## src/hdl/query_text_tokenizer_unit_macros.svh

```systemverilog
// assertion macros shared by the query text tokenizer modules
`ifndef QUERY_TEXT_TOKENIZER_UNIT_MACROS_SVH
`define QUERY_TEXT_TOKENIZER_UNIT_MACROS_SVH

// same-cycle implication, checked out of reset
`define QTT_ASSERT_NOW(label, cond, prop) \
    label: assert property (@(posedge clk) disable iff (!rst_n) (cond) |-> (prop)) \
        else $error("tokenizer assertion failed");

// next-cycle implication, checked out of reset
`define QTT_ASSERT_NEXT(label, cond, prop) \
    label: assert property (@(posedge clk) disable iff (!rst_n) (cond) |=> (prop)) \
        else $error("tokenizer assertion failed");

`endif

```

## src/hdl/qtt_pkg.sv

```systemverilog
// types and constants of the query text tokenizer
package qtt_pkg;

    // one request on the text channel
    typedef struct packed {
        logic [7:0] text_byte;
        logic       final_byte;
    } text_item_t;

    // one token on the result channel
    typedef struct packed {
        logic [3:0]  token_kind;
        logic [15:0] start_offset;
        logic [15:0] text_length;
        logic        run_last;
    } token_item_t;

    // tokens produced by one text byte, first one emitted first
    typedef struct packed {
        logic [1:0]  count;
        token_item_t first;
        token_item_t second;
    } lex_result_t;

    // lexing mode
    typedef enum logic [1:0] {
        MODE_IDLE   = 2'd0,
        MODE_STRING = 2'd1,
        MODE_NUMBER = 2'd2,
        MODE_IDENT  = 2'd3
    } lex_mode_t;

    // token kinds
    localparam logic [3:0] KIND_LBRACE  = 4'd0;
    localparam logic [3:0] KIND_RBRACE  = 4'd1;
    localparam logic [3:0] KIND_LPAREN  = 4'd2;
    localparam logic [3:0] KIND_RPAREN  = 4'd3;
    localparam logic [3:0] KIND_COLON   = 4'd4;
    localparam logic [3:0] KIND_COMMA   = 4'd5;
    localparam logic [3:0] KIND_STRING  = 4'd6;
    localparam logic [3:0] KIND_NUMBER  = 4'd7;
    localparam logic [3:0] KIND_IDENT   = 4'd8;
    localparam logic [3:0] KIND_INVALID = 4'd9;

    // character codes
    localparam logic [7:0] CHAR_LBRACE = 8'h7B;
    localparam logic [7:0] CHAR_RBRACE = 8'h7D;
    localparam logic [7:0] CHAR_LPAREN = 8'h28;
    localparam logic [7:0] CHAR_RPAREN = 8'h29;
    localparam logic [7:0] CHAR_COLON  = 8'h3A;
    localparam logic [7:0] CHAR_COMMA  = 8'h2C;
    localparam logic [7:0] CHAR_QUOTE  = 8'h22;
    localparam logic [7:0] CHAR_MINUS  = 8'h2D;
    localparam logic [7:0] CHAR_DOT    = 8'h2E;
    localparam logic [7:0] CHAR_UNDER  = 8'h5F;

    // token queue geometry
    localparam int QUEUE_DEPTH = 4;
    localparam int QPTR_W      = $clog2(QUEUE_DEPTH);
    localparam int QCNT_W      = $clog2(QUEUE_DEPTH + 1);

endpackage

```

## src/hdl/qtt_lexer.sv

```systemverilog
// lexer state and single-pass byte classification
`include "query_text_tokenizer_unit_macros.svh"

module qtt_lexer #(
    parameter int POSITION_BITS = 16
) (
    input  logic                clk,
    input  logic                rst_n,
    input  logic                step,
    input  qtt_pkg::text_item_t item,
    output qtt_pkg::lex_result_t result
);

    localparam logic [POSITION_BITS-1:0] POS_MAX = {POSITION_BITS{1'b1}};
    localparam int SPAN_W = POSITION_BITS + 1;
    localparam int EXT_W  = (SPAN_W > 17) ? SPAN_W : 17;

    qtt_pkg::lex_mode_t         mode_reg, mode_next;
    logic [POSITION_BITS-1:0]   pos_reg, pos_next;
    logic [POSITION_BITS-1:0]   start_reg, start_next;

    logic [7:0]                 c;
    logic                       is_digit, is_alpha, is_space, is_punct;
    logic [3:0]                 punct_kind;
    logic                       ending, closing, run_idle;
    qtt_pkg::lex_mode_t         mid_mode;
    logic [POSITION_BITS-1:0]   mid_start;
    logic [POSITION_BITS-1:0]   pos_inc;
    logic                       a_valid, b_valid, f_valid;
    qtt_pkg::token_item_t       a_tok, b_tok, f_tok;

    // saturate a span-wide value into a 16-bit field
    function automatic logic [15:0] clamp16(input logic [SPAN_W-1:0] v);
        logic [EXT_W-1:0] wide;
        wide = EXT_W'(v);
        clamp16 = (wide > EXT_W'(17'h0FFFF)) ? 16'hFFFF : wide[15:0];
    endfunction

    // distance from a start to an end, zero when the end is not past it
    function automatic logic [SPAN_W-1:0] span(input logic [POSITION_BITS-1:0] from,
                                               input logic [SPAN_W-1:0] to);
        logic [SPAN_W-1:0] fe;
        fe = {1'b0, from};
        span = (to > fe) ? (to - fe) : '0;
    endfunction

    // byte classes
    assign c        = item.text_byte;
    assign is_digit = (c >= 8'h30) && (c <= 8'h39);
    assign is_alpha = ((c >= 8'h61) && (c <= 8'h7A)) || ((c >= 8'h41) && (c <= 8'h5A));
    assign is_space = (c == 8'h20) || ((c >= 8'h09) && (c <= 8'h0D));
    assign pos_inc  = (pos_reg == POS_MAX) ? POS_MAX : pos_reg + 1'b1;

    // punctuation lookup
    always_comb
    begin
        is_punct   = 1'b1;
        punct_kind = qtt_pkg::KIND_INVALID;
        unique case (c)
            qtt_pkg::CHAR_LBRACE: punct_kind = qtt_pkg::KIND_LBRACE;
            qtt_pkg::CHAR_RBRACE: punct_kind = qtt_pkg::KIND_RBRACE;
            qtt_pkg::CHAR_LPAREN: punct_kind = qtt_pkg::KIND_LPAREN;
            qtt_pkg::CHAR_RPAREN: punct_kind = qtt_pkg::KIND_RPAREN;
            qtt_pkg::CHAR_COLON:  punct_kind = qtt_pkg::KIND_COLON;
            qtt_pkg::CHAR_COMMA:  punct_kind = qtt_pkg::KIND_COMMA;
            default:              is_punct   = 1'b0;
        endcase
    end

    // close of the open token by this byte
    assign ending = ((mode_reg == qtt_pkg::MODE_NUMBER) && !(is_digit || c == qtt_pkg::CHAR_DOT))
                 || ((mode_reg == qtt_pkg::MODE_IDENT)
                     && !(is_alpha || is_digit || c == qtt_pkg::CHAR_UNDER));
    assign closing  = (mode_reg == qtt_pkg::MODE_STRING) && (c == qtt_pkg::CHAR_QUOTE);
    assign run_idle = (mode_reg == qtt_pkg::MODE_IDLE) || ending;

    always_comb
    begin
        // token that this byte ends
        a_valid            = ending || closing;
        a_tok.token_kind   = (mode_reg == qtt_pkg::MODE_STRING) ? qtt_pkg::KIND_STRING :
                             (mode_reg == qtt_pkg::MODE_NUMBER) ? qtt_pkg::KIND_NUMBER :
                                                                  qtt_pkg::KIND_IDENT;
        a_tok.start_offset = clamp16({1'b0, start_reg});
        a_tok.text_length  = clamp16(span(start_reg, {1'b0, pos_reg}));
        a_tok.run_last     = 1'b0;

        // byte lexed from between tokens
        mid_mode           = a_valid ? qtt_pkg::MODE_IDLE : mode_reg;
        mid_start          = start_reg;
        b_valid            = 1'b0;
        b_tok.token_kind   = qtt_pkg::KIND_INVALID;
        b_tok.start_offset = clamp16({1'b0, pos_reg});
        b_tok.text_length  = 16'd1;
        b_tok.run_last     = 1'b0;
        if (run_idle)
        begin
            priority if (is_space)
            begin
                mid_mode = qtt_pkg::MODE_IDLE;
            end
            else if (is_punct)
            begin
                b_valid          = 1'b1;
                b_tok.token_kind = punct_kind;
            end
            else if (c == qtt_pkg::CHAR_QUOTE)
            begin
                mid_mode  = qtt_pkg::MODE_STRING;
                mid_start = pos_inc;
            end
            else if (is_digit || c == qtt_pkg::CHAR_MINUS)
            begin
                mid_mode  = qtt_pkg::MODE_NUMBER;
                mid_start = pos_reg;
            end
            else if (is_alpha || c == qtt_pkg::CHAR_UNDER)
            begin
                mid_mode  = qtt_pkg::MODE_IDENT;
                mid_start = pos_reg;
            end
            else
            begin
                b_valid = 1'b1;
            end
        end

        // token flushed by the end of text
        f_valid            = item.final_byte && (mid_mode != qtt_pkg::MODE_IDLE);
        f_tok.token_kind   = (mid_mode == qtt_pkg::MODE_NUMBER) ? qtt_pkg::KIND_NUMBER :
                             (mid_mode == qtt_pkg::MODE_IDENT)  ? qtt_pkg::KIND_IDENT :
                                                                  qtt_pkg::KIND_INVALID;
        f_tok.start_offset = clamp16({1'b0, mid_start});
        f_tok.text_length  = (mid_mode == qtt_pkg::MODE_STRING) ? 16'd0 :
                             clamp16(span(mid_start, {1'b0, pos_reg} + 1'b1));
        f_tok.run_last     = 1'b0;
    end

    // pack the tokens in emission order and mark the last one
    always_comb
    begin
        result.count  = 2'(a_valid) + 2'(b_valid) + 2'(f_valid);
        result.first  = a_valid ? a_tok : (b_valid ? b_tok : f_tok);
        result.second = (a_valid && b_valid) ? b_tok : f_tok;
        if (result.count == 2'd1)
        begin
            result.first.run_last = 1'b1;
        end
        if (result.count == 2'd2)
        begin
            result.second.run_last = 1'b1;
        end
    end

    // next state
    always_comb
    begin
        mode_next  = mode_reg;
        pos_next   = pos_reg;
        start_next = start_reg;
        if (step)
        begin
            if (item.final_byte)
            begin
                mode_next  = qtt_pkg::MODE_IDLE;
                pos_next   = '0;
                start_next = '0;
            end
            else
            begin
                mode_next  = mid_mode;
                pos_next   = pos_inc;
                start_next = mid_start;
            end
        end
    end

    // state registers
    always_ff @(posedge clk or negedge rst_n)
    begin
        if (!rst_n)
        begin
            mode_reg  <= qtt_pkg::MODE_IDLE;
            pos_reg   <= '0;
            start_reg <= '0;
        end
        else
        begin
            mode_reg  <= mode_next;
            pos_reg   <= pos_next;
            start_reg <= start_next;
        end
    end

    // end of text returns to reset state
    `QTT_ASSERT_NEXT(a_final_resets, step && item.final_byte,
        mode_reg == qtt_pkg::MODE_IDLE && pos_reg == '0 && start_reg == '0)
    // position advances by one below saturation
    `QTT_ASSERT_NEXT(a_pos_advance, step && !item.final_byte && pos_reg != POS_MAX,
        pos_reg == $past(pos_reg) + 1'b1)
    // state holds without a request
    `QTT_ASSERT_NEXT(a_state_holds, !step,
        $stable(mode_reg) && $stable(pos_reg) && $stable(start_reg))

endmodule

```

## src/hdl/qtt_token_queue.sv

```systemverilog
// token queue between the lexer and the result channel
`include "query_text_tokenizer_unit_macros.svh"

module qtt_token_queue (
    input  logic                  clk,
    input  logic                  rst_n,
    input  logic                  push,
    input  qtt_pkg::lex_result_t  result,
    output logic                  room,
    output logic                  token_valid,
    input  logic                  token_ready,
    output qtt_pkg::token_item_t  token_item
);

    localparam int DEPTH = qtt_pkg::QUEUE_DEPTH;
    localparam int PW    = qtt_pkg::QPTR_W;
    localparam int CW    = qtt_pkg::QCNT_W;

    qtt_pkg::token_item_t entries_reg [DEPTH];
    logic [PW-1:0]        wr_ptr_reg, wr_ptr_next;
    logic [PW-1:0]        rd_ptr_reg, rd_ptr_next;
    logic [CW-1:0]        count_reg, count_next;
    logic [CW-1:0]        push_n;
    logic                 pop;
    logic [PW-1:0]        wr_ptr_second;

    // room for the two tokens a byte may give
    assign room          = count_reg <= CW'(DEPTH - 2);
    assign token_valid   = count_reg != '0;
    assign token_item    = entries_reg[rd_ptr_reg];
    assign pop           = token_valid && token_ready;
    assign push_n        = push ? CW'(result.count) : '0;
    assign wr_ptr_second = wr_ptr_reg + 1'b1;

    // pointer and fill arithmetic
    always_comb
    begin
        wr_ptr_next = wr_ptr_reg + PW'(push_n);
        rd_ptr_next = rd_ptr_reg + PW'(pop);
        count_next  = count_reg + push_n - CW'(pop);
    end

    always_ff @(posedge clk or negedge rst_n)
    begin
        if (!rst_n)
        begin
            wr_ptr_reg <= '0;
            rd_ptr_reg <= '0;
            count_reg  <= '0;
        end
        else
        begin
            wr_ptr_reg <= wr_ptr_next;
            rd_ptr_reg <= rd_ptr_next;
            count_reg  <= count_next;
        end
    end

    // token storage
    always_ff @(posedge clk)
    begin
        if (push && result.count != 2'd0)
        begin
            entries_reg[wr_ptr_reg] <= result.first;
        end
        if (push && result.count == 2'd2)
        begin
            entries_reg[wr_ptr_second] <= result.second;
        end
    end

    // fill never exceeds the depth
    `QTT_ASSERT_NOW(a_no_overflow, 1'b1, count_reg <= CW'(DEPTH))
    // a push only lands where there is room
    `QTT_ASSERT_NOW(a_push_has_room, push, count_reg <= CW'(DEPTH - 2))
    // fill and pointers stay consistent
    `QTT_ASSERT_NEXT(a_fill_tracks, 1'b1,
        PW'(wr_ptr_reg - rd_ptr_reg) == PW'(count_reg))

endmodule

```

## src/hdl/query_text_tokenizer_unit.sv

```systemverilog
// top level of the query text tokenizer
// One text byte is accepted per cycle while the queue has room. The lexer
// classifies the byte and updates its mode, position and token start in that
// same cycle, and the tokens it completes (zero, one or two) enter a
// four-entry token queue, which offers them in order on the result channel.
// The queue drains one token per cycle while token_ready is high, and the
// text channel is held off while fewer than two queue entries are free. A
// final byte flushes any open token and restarts offsets at zero for the
// next text.
module query_text_tokenizer_unit #(
    parameter int POSITION_BITS = 16
) (
    input  logic                 clk,
    input  logic                 rst_n,
    input  logic                 text_valid,
    output logic                 text_ready,
    input  qtt_pkg::text_item_t  text_item,
    output logic                 token_valid,
    input  logic                 token_ready,
    output qtt_pkg::token_item_t token_item
);

    logic                 step;
    logic                 room;
    qtt_pkg::lex_result_t result;

    // accept a byte whenever the queue can take its tokens
    assign text_ready = room;
    assign step       = text_valid && room;

    // byte lexer
    qtt_lexer #(
        .POSITION_BITS(POSITION_BITS)
    ) u_lexer (
        .clk   (clk),
        .rst_n (rst_n),
        .step  (step),
        .item  (text_item),
        .result(result)
    );

    // token queue
    qtt_token_queue u_queue (
        .clk        (clk),
        .rst_n      (rst_n),
        .push       (step),
        .result     (result),
        .room       (room),
        .token_valid(token_valid),
        .token_ready(token_ready),
        .token_item (token_item)
    );

endmodule

```

## config.mk

```make
export PLATFORM = sky130hd
export DESIGN_NAME = query_text_tokenizer_unit
export DESIGN_NICKNAME = d
export VERILOG_FILES = /design/src/hdl/qtt_pkg.sv /design/src/hdl/qtt_lexer.sv /design/src/hdl/qtt_token_queue.sv /design/src/hdl/query_text_tokenizer_unit.sv
export VERILOG_INCLUDE_DIRS = /design/src /design/src/hdl
export SDC_FILE = /design/constraint.sdc
export NUM_CORES = 1
export LEC_CHECK = 0
export ABC_CLOCK_PERIOD_IN_PS = 6900
export BUFFER_PORTS_ARGS = -buffer_cell sky130_fd_sc_hd__buf_2
export CAP_MARGIN = 15
export CORE_ASPECT_RATIO = 0.8
export CORE_UTILIZATION = 45
export CTS_CLUSTER_SIZE = 30
export DETAILED_ROUTE_END_ITERATION = 6
export HOLD_SLACK_MARGIN = 0.05
export SLEW_MARGIN = 20
export SYNTH_ARGS = -nofsm -noshare
export SYNTH_HDL_FRONTEND = slang
export SYNTH_SLANG_ARGS = --single-unit
```

## constraint.sdc

```tcl
create_clock -name clk -period 6.9 [get_ports clk]
set_input_delay 0.345 -clock clk [delete_from_list [all_inputs] [get_ports clk]]
set_output_delay 0.345 -clock clk [all_outputs]
set_load 0.01 [all_outputs]
```

==> flow_summary.toml, run 1 <==
[cts]
cts_buffers = 17
cts_tree = "yes"
clk_latency_ps = 460
clk_path_buf_depth = 2
cts_sinks = 189
clk_pin_slew_ps = 80
htree_num_levels = 4
cts-root-buf = "clkbuf_16"
ctsResizeCount = 0

[cells_and_area]
regArea_mm2 = 0.005473
final_nets = 1225
layoutNonFillerInstCount = 1535
multi_input_area_mm2 = 0.006260
antenna_cells = 0
area_delta_synth_final_pct = 9.624
largest_register_ffs = 148
drive_gt1_share_pct = 16.13
fillers = 2453

[grt]
busiest_layer = "met1"
first_global_vias = 9399
use_met3_pct = 6.714
grt_overflow_total = 0
antenna_found_initial = 0
grt_usage_pct = 28.31
use_met1_pct = 43.35
use_met2_pct = 39.05
grt_max_degree = 42
grt_pass1_wl_um = 57870

[sta]
period_minus_slack_ps = 5496
rsz0062_at_grt = "false"
post-route-period-util_pct = 79.65
skew_ps = 13.38
fin_hold_ws_ps = 285.6
fmax_mhz = 181.9
max_slew_margin_pct = 18.80
finalSetupViolCount = 0
hold_violations = 0
drv_slew = 0
finalSetupTns_ps = 0
worst-slew-pin-transition_ps = 1217
setup_slack_ps = 1404

[route]
post_drt_wl_per_cell_um = 24.48
drc = 0
dr.pass1.iters = 5
drt_iter0_markers = 1137
vias = 9949
via_per_inst = 6.481
drt_wl_total_um = 37570
antenna_left = 0

[yosys]
ys_top_cells_by_area = "edfxtp_1 37%, dfrtp_1 8.4%, mux4_2 6.8%, o221ai_1 4.6%, o22ai_1 4.5%"
syn-cell-area_mm2 = 0.01217
ys_async_sr_fraction_pct = 21.69
ys_ff_latch = 189
synth.distinct_cells = 81
ys_top_cells_by_count = "148 x edfxtp_1, 142 x nand2_1, 88 x o22ai_1, 76 x nor2_1, 64 x o221ai_1"
yosys.area.top_type = "edfxtp_1"
synth_edf_count = 148
seq_area_frac_synth_pct = 44.96
syn_nets = 1201
ys_warn_count = 0
netlist_instances = 1141
synth_flop_cell = "edfxtp_1"
synth_most_common_cell = "edfxtp_1"
synth_top_area_share_pct = 36.52
syn_area_per_cell_um2 = 10.66

[worst_setup_path]
crit_slowest_cell = "nor4_1"
cp-start-kind = "register"
crit_top_cell = "nand2_1"
crit_chain = "ha_1 > nand2_1 > or3_1 > nand2_1 > nand2_1 > o21ai_0 > o22ai_1 > inv_1 > ha_1 > fa_1 > nor2b_1 > o21ai_1 > a31oi_1 > or3b_1 > a31oi_1 > xnor2_1 > buf_4 > nor4_1 > o32ai_1"
crit_family = "simple AND/OR/NAND/NOR gates"
crit_type = "reg2reg"
cp_data_required_time_ps = 7070
cpPeakStageDelay_ps = 660
critPathMaxFanout = 15
critPathArrivalTime_ps = 5670
critical_path.endpoint_type = "register"
crit_buf_inv = 2

[placed_design]
place_ws_ps = 1217
port-buffer-count = 51
place_inst = 1502
dp_hpwl_um = 26510
place_congestion = 0.9690

[floorplanning]
rows = 53
core_mm2 = 0.02639
dieArea_mm2 = 0.02771
die_y_um = 149.1
die_w_um = 185.8
start_util_pct = 46.10
ios = 52

[job]
cap_violations = 0

[outcome]
outcome = "complete, no violations"

[worst_hold_path]
hp-class = "in2reg"
[worst register-to-register path, stage by stage (launching register included)]
cell and delay, ps:
dfrtp_1 510, ha_1 360, nand2_1 110, or3_1 450, nand2_1 260, nand2_1 120
o21ai_0 130, o22ai_1 460, inv_1 90, ha_1 220, fa_1 400, nor2b_1 170
o21ai_1 120, a31oi_1 290, or3b_1 200, a31oi_1 100, xnor2_1 140, buf_4 200
nor4_1 660, o32ai_1 210
[cells in the final DEF (no fill, tap or decap), types with 14 or more instances in the layout]
master / count
xnor2_1: 28
o22ai_1: 88
o221ai_1: 64
and3_1: 15
a21oi_1: 40
nor2_1: 72
clkbuf_16: 17
nand3_1: 15
o21ai_1: 14
buf_2: 50
dfrtp_1: 39
o21ai_0: 41
mux4_2: 37
inv_1: 48
nor3_1: 15
nand2_1: 142
ha_1: 43
edfxtp_1: 148
xor2_1: 16
buf_4: 17
[cell families (layout without fill, tap and decap cells)]
kind of cell               after synthesis  count (layout)  share of synthesized area (%)
DFF                                    189             189                          44.96
and+or+nand+nor                        345             345                          13.80
xor gates and xnor gates                44              44                          3.167
AOI/OAI and AO/OA                      353             353                          21.16
muxes                                   44              44                          7.424
adders and majority gates               51              51                          5.409
buffers and inverters                  115             152                          4.082
[path summary, 6_finish.rpt]
kind,depth (start not counted),from,to,slack (ps)
max in group asynchronous,2,rst_n,u_queue.rd_ptr_reg[0],6040
hold reg to reg,1,u_queue.count_reg[2],u_queue.count_reg[2],500
setup / recovery,19,u_lexer.pos_reg[0],u_queue.entries_reg[0][16],1400
min in group asynchronous,2,rst_n,u_queue.wr_ptr_reg[1],430
setup reg to reg,19,u_lexer.pos_reg[0],u_queue.entries_reg[0][16],1400
hold / removal,3,token_ready,u_queue.rd_ptr_reg[0],290
[final cells by class]
type                            instances  area share (%)
Multi-Input combinational cell        837           46.93
Clock inverter                         14          0.9849
Inverter                               51           1.435
Timing Repair Buffer                   69           3.058
Sequential cell                       189           41.03
Clock buffer                           18           3.217
Tap cell                              357           3.349
[per-layer routing]
layer	wire (um)	share of wire (%)
met1	17460	46
met2	15550	41
met3	3747	10
met4	816	2.2
met5	0	0
[per-stage QoR]
step | util, % | cell area (um2)
after global routing | 50.54 | 13340
after global placement | 48.37 | 12770
after floorplan | - | 12170
after detailed placement | 48.37 | 12770
after CTS | 50.49 | 13330
final | 50.54 | 13340
[what timing repair did]
item,in CTS,in global routing
hold buffers,0,1
buffers inserted,0,0
endpoints found under the hold margin,0,41
Power of run 1 is not shown: default switching activity piles up to over one toggle a cycle in this logic, so the estimate is an artifact.
==> run 2: changes to the inputs <==
--- a/config.mk
+++ b/config.mk
@@ -6,7 +6,8 @@
 export SDC_FILE = /design/constraint.sdc
 export NUM_CORES = 1
 export LEC_CHECK = 0
-export ABC_CLOCK_PERIOD_IN_PS = 6900
+export ABC_AREA = 1
+export ABC_CLOCK_PERIOD_IN_PS = 4500
 export BUFFER_PORTS_ARGS = -buffer_cell sky130_fd_sc_hd__buf_2
 export CAP_MARGIN = 15
 export CORE_ASPECT_RATIO = 0.8
==> constraint.sdc (replaced) <==
create_clock -name clk -period 4.5 [get_ports clk]
set_input_delay 0.225 -clock clk [delete_from_list [all_inputs] [get_ports clk]]
set_output_delay 0.225 -clock clk [all_outputs]
set_load 0.01 [all_outputs]
==> run 2 against run 1 <==
Effect of this change: area after synthesis up 9.9%; via count is 35% higher; die area is 9.8% higher; synthesized cell count grew 64%; routed wire length rose by 23%; core utilization grew 1.5 points; critical path depth increased by 9; final area is 14% higher; clock skew is 2.0 ps higher; global-route usage up 2.6 points; critical path type unchanged; critical endpoint is now u_queue.entries_reg[3][6]; largest cell class unchanged.
==> flow_summary.toml, run 2 <==
[outcome]
outcome = "complete, no violations"

[cts]
cts_buffers = 17
clk_pin_slew_ps = 80
cts_setup_buffers = 0
htree_num_levels = 4
cts_sinks = 189
cts_tree = "yes"
clk_latency_ps = 450
clk_path_buf_depth = 2
cts-root-buf = "clkbuf_16"

[yosys]
ys_top_cells_by_count = "711 x nand2_1, 162 x nand3_1, 150 x nor2_1, 148 x edfxtp_1, 137 x inv_1"
synth_edf_count = 148
ys_async_sr_fraction_pct = 21.69
yosys.area.top_type = "edfxtp_1"
seq_area_frac_synth_pct = 40.89
synth_top_area_share_pct = 33.22
netlist_instances = 1870
syn_area_per_cell_um2 = 7.153
syn_nets = 1930
synth_most_common_cell = "nand2_1"
syn-cell-area_mm2 = 0.01338
ys_warn_count = 0
synth.distinct_cells = 45
ys_ff_latch = 189
ys_top_cells_by_area = "edfxtp_1 33%, nand2_1 20%, dfrtp_1 7.7%, nand3_1 6.1%, o21ai_0 4.9%"
synth_flop_cell = "edfxtp_1"

[worst_setup_path]
crit_top_cell = "nand2_1"
crit_buf_inv = 3
crit_slowest_cell = "dfrtp_1"
crit_type = "reg2reg"
critPathArrivalTime_ps = 4440
cp_data_required_time_ps = 4820
cpPeakStageDelay_ps = 470
critPathMaxFanout = 16
critical_path.endpoint_type = "register"
crit_family = "simple AND/OR/NAND/NOR gates"
cp-start-kind = "register"

[power]
leakagePower_nw = 7.206
comb_power_share_pct = 68.4
finalPower_w = 0.01413
peakVddDrop_mv = 0.5257
power.share.clock_pct = 11.3
sw_frac_of_total_pct = 52.81
p_per_area_mw_per_mm2 = 926.5
p_sw_w = 0.007461
seq_power_share_pct = 20.3
internal_power_w = 0.006666

[route]
drt_wl_total_um = 46290
post_drt_wl_per_cell_um = 19.81
antenna_left = 0
vias = 13430
via_per_inst = 5.748
drc = 0
drt_iter0_markers = 1595
dr.pass1.iters = 6

[grt]
grt_overflow_total = 0
first_global_vias = 12680
grt_max_degree = 76
grt_usage_pct = 30.92
grt_pass1_wl_um = 72110
antenna_found_initial = 0

[floorplanning]
die_y_um = 156.2
dieArea_mm2 = 0.03042
start_util_pct = 45.67
die_w_um = 194.8
ios = 52
rows = 56
core_mm2 = 0.02929

[sta]
finalSetupViolCount = 0
hold_violations = 0
worst-slew-pin-transition_ps = 1093
post-route-period-util_pct = 91.66
rsz0062_at_grt = "false"
skew_ps = 15.35
drv_slew = 0
finalSetupTns_ps = 0
period_minus_slack_ps = 4125
max_slew_margin_pct = 27.05
fin_hold_ws_ps = 145.2
fmax_mhz = 242.4

[cells_and_area]
final_nets = 2007
fin_area_mm2 = 0.01525
area_delta_synth_final_pct = 13.98
final_cell_mix = "711 x nand2_1, 162 x nand3_1, 148 x edfxtp_1"
drive_gt1_share_pct = 11.99
fin_util_pct = 52.06
largest_register_ffs = 148
layout_commonest_cell = "nand2_1"
antenna_cells = 0

[placed_design]
place_congestion = 0.9935
port-buffer-count = 51
dp_hpwl_um = 31860
postPlaceCellArea_mm2 = 0.01460

[worst_hold_path]
hp-class = "in2reg"

[job]
cap_violations = 0
==> run 2: cell types whose count changed in the layout (fill, tap and decap cells not counted), sizes merged, moves of 76 or more <==
cell | before | now
nand3 | 19 | 162
o21ai | 65 | 152
buf | 68 | 144
nand2 | 143 | 721
inv | 56 | 145
nor2 | 76 | 161
==> run 2: power by group through the flow <==
stage	combinational [W]	clock, W	sequential [W]
2_1_floorplan	0.00615	0	0.00288
3_3_place_gp	0.00932	0	0.00290
3_5_place_dp	0.00942	0	0.00290
4_1_cts	0.00947	0.00161	0.00287
5_1_grt	0.0107	0.00167	0.00290
6_report	0.00966	0.00160	0.00287
==> run 2: path summary, 6_finish.rpt <==
kind / startpoint / end / slack, ps / cells after the start
worst max-delay path: u_lexer.pos_reg[6] / u_queue.entries_reg[3][6] / 380 / 28
worst min-delay path: text_item[0] / u_lexer.pos_reg[9] / 150 / 4
min in group asynchronous: rst_n / u_lexer.mode_reg[0] / 320 / 2
worst max register to register: u_lexer.pos_reg[6] / u_queue.entries_reg[3][6] / 380 / 28
worst min register to register: u_queue.count_reg[2] / u_queue.count_reg[2] / 500 / 1
max in group asynchronous: rst_n / u_queue.rd_ptr_reg[0] / 3710 / 2
==> run 2: layout make-up <==
class / instances / area [um2]
inverter: 140 / 525.5
clock inverter: 15 / 180.2
fill: 2861 / 14040
timing repair buffer: 145 / 1091
tap: 377 / 471.7
multi-input combinational: 1454 / 7082
clock buffer: 17 / 425.4
sequential: 189 / 5472
==> run 2: per-stage QoR <==
step / setup WS [ps] / std cells
after floorplan: 553.6 / 1870
after global placement: 342.2 / 2304
after detailed placement: 275.1 / 2304
after CTS: 302.4 / 2337
after global routing: 5.471 / 2337
final: 375.1 / 2337
==> run 2: repair_timing <==
item / 4_1_cts / 5_1_grt
resized for setup: 0 / 9
endpoints found under the setup margin: 0 / 64
hold buffers: 1 / 0
endpoints found under the hold margin: 41 / 0
==> run 2: cells by family (layout without fill, tap and decap cells) <==
kind of cell / count (synthesis) / in the layout / share of synthesized area, %
AO/OA/AOI/OAI: 275 / 275 / 11.53
XOR/XNOR: 31 / 31 / 2.030
AND/OR/NAND/NOR: 1101 / 1101 / 34.16
buffers and inverters: 227 / 317 / 6.763
flip-flops: 189 / 189 / 40.89
adder cells (fa/ha/maj): 47 / 47 / 4.621
==> run 2: layer usage <==
layer | GRT usage (%) | wire length, um
met5 | 0 | 0
met2 | 46.01 | 19370
met4 | 11.17 | 1393
met1 | 44.34 | 20930
met3 | 6.358 | 4600
==> run 2: worst min-delay path: stages <==
cell and delay (ps):
buf_2 70, inv_1 80, nand3_1 90, o21ai_0 70
No activity file was read; power rests on OpenSTA's default activity.
